### src/rtl/core/tht_pkg.sv
package tht_pkg;

    localparam int MAP_W     = 32;
    localparam int MAP_BIT_W = 5;

    localparam logic [1:0] MODE_ALLOC  = 2'd0;
    localparam logic [1:0] MODE_FREE   = 2'd1;
    localparam logic [1:0] MODE_LOOKUP = 2'd2;

    localparam logic [1:0] ST_OK    = 2'd0;
    localparam logic [1:0] ST_NOMEM = 2'd1;
    localparam logic [1:0] ST_BAD   = 2'd2;

    localparam logic [1:0] HANDLE_MARK_BITS = 2'b01;
    localparam logic [5:0] HANDLE_LOW_CODE  = 6'd2;

    typedef struct packed {
        logic                 found;
        logic [MAP_BIT_W-1:0] bit_pos;
    } t_find;

    typedef struct packed {
        logic [3:0]  obj_type;
        logic [31:0] payload;
    } t_slot;

endpackage

### src/rtl/core/tht_free_map.sv
module tht_free_map #(
    parameter int TABLE_DEPTH = 1024,
    parameter int WORDS       = (TABLE_DEPTH + tht_pkg::MAP_W - 1) / tht_pkg::MAP_W,
    parameter int WORD_W      = (WORDS > 1) ? $clog2(WORDS) : 1
) (
    input  logic                          i_clk,
    input  logic [WORD_W-1:0]             i_rd_addr,
    input  logic                          i_first,
    input  logic [tht_pkg::MAP_BIT_W-1:0] i_start_bit,
    output logic [tht_pkg::MAP_W-1:0]     o_rd_word,
    output tht_pkg::t_find                o_find,
    input  logic                          i_wr_en,
    input  logic [WORD_W-1:0]             i_wr_addr,
    input  logic [tht_pkg::MAP_W-1:0]     i_wr_data
);
    import tht_pkg::*;

    localparam int REM = TABLE_DEPTH % MAP_W;
    localparam logic [MAP_W-1:0] LAST_MASK =
        (REM == 0) ? {MAP_W{1'b1}} : ((MAP_W'(1) << REM) - MAP_W'(1));

    logic [MAP_W-1:0]  r_mem [WORDS];
    logic [MAP_W-1:0]  r_rd;
    logic [WORD_W-1:0] r_rd_addr;
    logic [MAP_W-1:0]  valid_mask;
    logic [MAP_W-1:0]  first_mask;
    logic [MAP_W-1:0]  free_vec;

    always_ff @(posedge i_clk) begin
        if (i_wr_en) begin
            r_mem[i_wr_addr] <= i_wr_data;
        end
        r_rd      <= r_mem[i_rd_addr];
        r_rd_addr <= i_rd_addr;
    end

    always_comb begin
        valid_mask = (r_rd_addr == WORD_W'(WORDS - 1)) ? LAST_MASK : {MAP_W{1'b1}};
        first_mask = i_first ? ~((MAP_W'(1) << i_start_bit) - MAP_W'(1)) : {MAP_W{1'b1}};
        free_vec   = ~r_rd & valid_mask & first_mask;
        o_find.found   = |free_vec;
        o_find.bit_pos = '0;
        for (int b = MAP_W - 1; b >= 0; b--) begin
            if (free_vec[b]) begin
                o_find.bit_pos = MAP_BIT_W'(b);
            end
        end
    end

    assign o_rd_word = r_rd;

endmodule

### config.mk
export PLATFORM = sky130hd
export DESIGN_NAME = tht_free_map
export DESIGN_NICKNAME = d
export VERILOG_FILES = /design/src/rtl/core/tht_pkg.sv /design/src/rtl/core/tht_free_map.sv
export SDC_FILE = /design/constraint.sdc
export NUM_CORES = 1
export LEC_CHECK = 0
export ABC_CLOCK_PERIOD_IN_PS = 4260
export BUFFER_PORTS_ARGS = -buffer_cell sky130_fd_sc_hd__buf_4
export CORE_AREA = 10 10 285 287
export DETAILED_ROUTE_END_ITERATION = 6
export DIE_AREA = 0 0 295 297
export HOLD_SLACK_MARGIN = 0.06
export PLACE_DENSITY = 0.71
export SYNTH_ARGS = -nofsm -noshare
export SYNTH_HDL_FRONTEND = slang
export SYNTH_SLANG_ARGS = --single-unit
### constraint.sdc
create_clock -name i_clk -period 4.26 [get_ports i_clk]
set_input_delay 0.852 -clock i_clk [delete_from_list [all_inputs] [get_ports i_clk]]
set_output_delay 0.852 -clock i_clk [all_outputs]
set_load 0.02 [all_outputs]
==> results of run 1 <==
how the worst max path moves through the flow:
stage | from | endpoint | depth (start not counted)
2_1_floorplan | i_start_bit[4] | o_find[4] | 10
3_3_place_gp | i_start_bit[3] | o_find[4] | 13
3_5_place_dp | i_start_bit[3] | o_find[4] | 13
4_1_cts | i_start_bit[3] | o_find[3] | 13
5_1_grt | i_start_bit[2] | o_find[0] | 13
6_report | i_start_bit[3] | o_find[4] | 12
layout make-up:
class                      instances  area [µm²]  share of cell area (%)
tap                              978        1220                    2.60
inverter                          11        41.3                  0.0878
clock inverter                    52         418                   0.888
antenna                            3        7.51                  0.0160
timing repair buffer             178        1660                    3.53
sequential                      1056       31400                    66.7
clock buffer                     135        2830                    6.02
multi-input combinational        611        9480                    20.1
Yosys cell counts, types with 3 or more instances:
cell	instances
and2_1	3
dfxtp_1	32
o21a_1	4
nand4_1	3
or3_1	5
o31ai_1	5
o21ai_0	20
buf_2	18
o211ai_1	5
a31oi_1	4
or4_1	3
buf_4	19
a31o_2	3
nor4_1	8
nor3_1	10
nor2b_1	5
inv_1	11
a21o_1	3
edfxtp_1	1024
buf_1	12
and3_1	3
nor3b_1	4
o311ai_0	3
a21oi_1	24
and4b_1	3
nand2_1	24
nor2_1	51
o211a_1	4
nand3b_1	8
nand3_1	8
clkbuf_1	40
mux2_2	32
mux4_2	320
o31a_1	4
buf_6	7
a211oi_1	4
worst max-delay path, cell delays in order:
cell      delay [ns]
buf_4           0.14
nor3_4          0.22
nand3b_1        0.16
ha_4            0.24
or4_4           0.44
a211oi_4        0.32
o311ai_4        0.13
nor3b_2         0.22
buf_4           0.15
nor2b_4         0.13
and4b_1         0.21
buf_6           0.12
registers in the layout, indices dropped and copies added (netlist names):
register / cells
r_mem: 1024
o_rd_word: 32
where the power goes:
part / internal (µW) / switching, µW
clock network: 5020 / 3710
logic: 621 / 759
registers: 11600 / 141
total: 17200 / 4610
cell families (layout without fill, tap and decap cells):
logic type,after synthesis,after routing,synth area share (%)
xor+xnor,1,1,0.0213
mux,353,353,18.5
buf+inv,107,376,1.34
flops,1056,1056,76.5
compound gates,107,107,1.80
simple gates,149,149,1.88
fa+ha+maj,1,1,0.0305
other cells,0,3,0
stage by stage:
stage                     std cells  area [µm²]  setup TNS (ns)
after global routing           3021       47000         -0.0596
final                          3024       47100               0
after CTS                      3017       46900               0
after global placement         2830       43600          -0.519
after floorplan                1774       41100               0
after detailed placement       2830       43600          -0.470
per-layer routing:
layer / track usage [%] / routed length [µm]
met5: 0 / 40
met4: 5.83 / 1880
met3: 4.35 / 9060
met2: 36.6 / 49300
met1: 32.6 / 39300
what timing repair did:
action	in CTS	in global routing
gates resized for setup	3	28
pin swaps	1	11
endpoints found under the setup margin	5	6
buffers inserted	0	4
hold buffers	0	0
placed cells by master (no fill, tap or decap), drive strengths merged, types with 8 or more instances in the layout:
cell type,Yosys,routed
nand3,8,8
mux4,320,320
edfxtp,1024,1024
a21oi,24,24
inv,11,13
o21ai,20,20
buf,56,178
clkbuf,40,135
mux2,32,32
dfxtp,32,32
nand3b,8,8
nor3,10,10
clkinv,0,43
nor4,8,8
nand2,24,24
nor2,51,51
==> results.toml, run 1 <==
[grt]
grt_usage_pct = 22.9
grt_pass1_vias = 20400
grt_max_degree = 71
antenna_found_initial = 4
grt_overflow = 0
grt_pass1_wl_mm = 145

[worst_setup_path]
r2r_setup_slack_ns = 2.39
r2r_cells = 3
crit_path_start_kind = "primary input"
r2r_end = "o_rd_word[5]"
crit_path_end_kind = "output port"
worstReg2RegStart = "r_mem[18][5]"
cp.required_ns = 3.41
critPathArrivalTime_ns = 3.34
crit_fanout = 8
crit_type = "primary input to output port"

[clocking]
cts-htree-levels = 3
cts_made_buffers = 102
clk_pin_slew_ns = 0.06
clkLatencyLatePin_ns = 0.65
cts.path.max_buffers = 3
clock_sinks = 1056
cts_root_buffer = "clkbuf_16"
tritoncts = "yes"

[timing]
slew_headroom_pct = 31.4
worst_pin_slew_ns = 1.03
finalSetupViolations = 0
min_period_ns = 4.19
finalHoldViolCount = 0
slew_viol_final = 0
fin_crit_sh_pct = 98.4
skew_ns = 0.0208
worst_slack_ns = 0.0698
max_freq_mhz = 239
whs_ns = 0.593

[floorplan]
pin_count = 88
die-width_um = 295
fp.dieH_um = 297
initial_core_util_pct = 54.4
coreArea_mm2 = 0.0754
dieArea_mm2 = 0.0876
std_cell_rows = 101

[route]
drt_wl_total_mm = 99.6
ant_nets = 0
via_per_inst = 6.55
drcViolationCount = 0
post_drt_wl_per_cell_um = 32.9
drt_iter0_drc = 2521
firstDrtPassIters = 5
via_count = 19800

[placed_design]
dp_slack_ns = -0.177
io_buffers = 87
gp_congestion = 0.830
hpwlAfterDp_mm = 54.2

[synthesis]
ys.flop_type = "edfxtp_1"
synthTopCellsByArea = "edfxtp_1, mux4_2, dfxtp_1"
syn-num-nets = 1825
synth.ff_latch_count = 1056
syn_avg_cell_area_um2 = 23.1
syn_inst = 1774
synth-edff-count = 1024
synthArstFlopShare_pct = 0
synth_top_area_share_pct = 74.9
ys_seq_area_share_pct = 76.5
yosysWarnings = 0
synth_cell_types = 64
synth.cell_area_mm2 = 0.0410
synth_top_cell_by_area = "edfxtp_1"

[min_path]
hold_depth = 1
holdPathEnd = "r_mem[27][0]"
worstHoldStart = "i_wr_data[0]"
hold_path_class = "primary input to register"

[power]
peakVddDrop_mv = 0.388
p_leak_uw = 0.0148
power_density_mw_per_mm2 = 463
power_uw = 21800

[finish]
utilization_pct = 62.4
fill_cells = 4897
final_net_count = 2011
drive_above_1_share_pct = 35.6
area_growth_syn_to_layout_pct = 14.6

[status]
status = "completed"

[job]
drv_cap = 0
No activity file was read; power rests on OpenSTA's default activity.
==> run 2: changes to the inputs <==
--- a/config.mk
+++ b/config.mk
@@ -12,6 +12,7 @@
 export DIE_AREA = 0 0 295 297
 export HOLD_SLACK_MARGIN = 0.06
 export PLACE_DENSITY = 0.71
+export SETUP_SLACK_MARGIN = 0.1
 export SYNTH_ARGS = -nofsm -noshare
 export SYNTH_HDL_FRONTEND = slang
 export SYNTH_SLANG_ARGS = --single-unit
==> run 2 against run 1 <==
Non-clock buffer count grew 1. Largest cell class unchanged. Critical endpoint unchanged. Maximum frequency grew 1.5%. Cell area is essentially flat. Sequential share of layout area is essentially flat. Count of clock-buffer cells in the layout is the same. Clock skew is essentially flat.
==> results.toml, run 2 (synthesis results as in run 1) <==
[worst_setup_path]
crit_fanout = 7
crit_type = "primary input to output port"
r2r_end = "o_rd_word[5]"
worstReg2RegStart = "r_mem[31][5]"
r2r_setup_slack_ns = 2.40
crit_end = "o_find[4]"
crit_path_end_kind = "output port"
r2r_cells = 3
critPathArrivalTime_ns = 3.28
cp.required_ns = 3.41
crit_path_start_kind = "primary input"
startpoint = "i_start_bit[2]"

[route]
drt_wl_total_mm = 99.5
firstDrtPassIters = 5
ant_nets = 0
drt_iter0_drc = 2423
via_per_inst = 6.55
wl_met3_mm = 8.93
post_drt_wl_per_cell_um = 32.9
top_layer = "met5"
wl_met1_mm = 39.3
via_count = 19800
dr_wl_met2_mm = 49.3
drcViolationCount = 0

[power]
power_density_mw_per_mm2 = 463
peakVddDrop_mv = 0.390
p_leak_uw = 0.0148

[placed_design]
dp_slack_ns = -0.177
placed_area_mm2 = 0.0436
gp_congestion = 0.830
hpwlAfterDp_mm = 54.2
io_buffers = 87

[timing]
skew_ns = 0.0210
slew_viol_final = 0
min_period_ns = 4.13
rsz0062_at_grt = "yes"
worst_pin_slew_ns = 1.03
finalSetupViolations = 0
fin_crit_sh_pct = 97.0
worst_slack_ns = 0.130
finalHoldViolCount = 0
max_freq_mhz = 242
slew_headroom_pct = 31.2

[grt]
antenna_found_initial = 4
grt_pass1_vias = 20400
grt_overflow = 0
grt_usage_pct = 23.0
grt_pass1_wl_mm = 145
grt_max_degree = 71

[finish]
area_growth_syn_to_layout_pct = 14.7
final_cell_area_mm2 = 0.0471
regMostFlops = "r_mem"
drive_above_1_share_pct = 35.7
largest_reg_flops = 1024
utilization_pct = 62.4
fill_cells = 4897
final_common_cell = "edfxtp_1"
final_cell_mix = "edfxtp_1, mux4_2, buf_4"
final_net_count = 2012

[floorplan]
std_cell_rows = 101
die-width_um = 295
initial_core_util_pct = 54.4
coreArea_mm2 = 0.0754
dieArea_mm2 = 0.0876
fp.dieH_um = 297
pin_count = 88

[clocking]
cts_made_buffers = 102
cts_root_buffer = "clkbuf_16"
clock_sinks = 1056
cts.path.max_buffers = 3
cts-htree-levels = 3
clkLatencyLatePin_ns = 0.65
clk_pin_slew_ns = 0.06
tritoncts = "yes"

[status]
status = "completed"

[job]
drv_cap = 0

[min_path]
hold_path_class = "primary input to register"
==> run 2: critical path, cell delays in order <==
cell and delay [ns]:
buf_8 0.10, nor3_4 0.21, nand3b_1 0.16, ha_4 0.23
or4_4 0.44, a211oi_4 0.31, o311ai_4 0.14, nor3b_2 0.22
buf_4 0.15, nor2b_4 0.14, and4b_1 0.20, buf_6 0.12
==> run 2: routing by layer <==
metal / vias to the layer above / GRT usage (%)
met2: 981 / 36.7
met5: - / 0
li1: 8017 / -
met3: 133 / 4.34
met4: 6 / 5.84
met1: 10700 / 32.7
==> run 2: cell type report <==
| cell class | instances | area [µm²] | share of cell area [%] |
|---|---|---|---|
| Multi-Input combinational cell | 611 | 9480 | 20.1 |
| Clock buffer | 135 | 2830 | 6.01 |
| Clock inverter | 52 | 418 | 0.888 |
| Timing Repair Buffer | 179 | 1690 | 3.60 |
| Antenna cell | 2 | 5.00 | 0.0106 |
| Tap cell | 978 | 1220 | 2.60 |
| Sequential cell | 1056 | 31400 | 66.7 |
| Inverter | 11 | 41.3 | 0.0877 |
==> run 2: worst min path at each step <==
stage	start	cells past startpoint	slack, ns	to
floorplan	r_mem[18][0]	3	0.87	o_rd_word[0]
global placement	r_mem[18][28]	3	0.88	o_rd_word[28]
detailed placement	r_mem[14][11]	3	0.89	o_rd_word[11]
CTS	i_wr_data[0]	1	0.56	r_mem[26][0]
global route	i_wr_data[22]	1	0.59	r_mem[2][22]
finish	i_wr_data[0]	1	0.59	r_mem[27][0]
==> run 2: through the flow <==
stage | TNS (ns) | hold slack (ns) | std cells | total power [µW]
finish | 0 | 0.592 | 3024 | 21800
global route | 0 | 0.593 | 3022 | 22400
CTS | 0 | 0.562 | 3022 | 21900
detailed placement | -0.470 | 0.887 | 2830 | 13300
global placement | -0.519 | 0.878 | 2830 | 13200
floorplan | 0 | 0.865 | 1774 | 12600
==> run 2: what timing repair did <==
item / CTS / global route
pin swaps: 8 / 11
buffers inserted: 5 / 0
hold buffers: 0 / 0
endpoints found under the setup margin: 6 / 6
resized for setup: 12 / 24
==> run 2: power breakdown <==
group          switching (µW)  internal [µW]
Sequential                141          11600
Combinational             760            624
Clock                    3700           5020
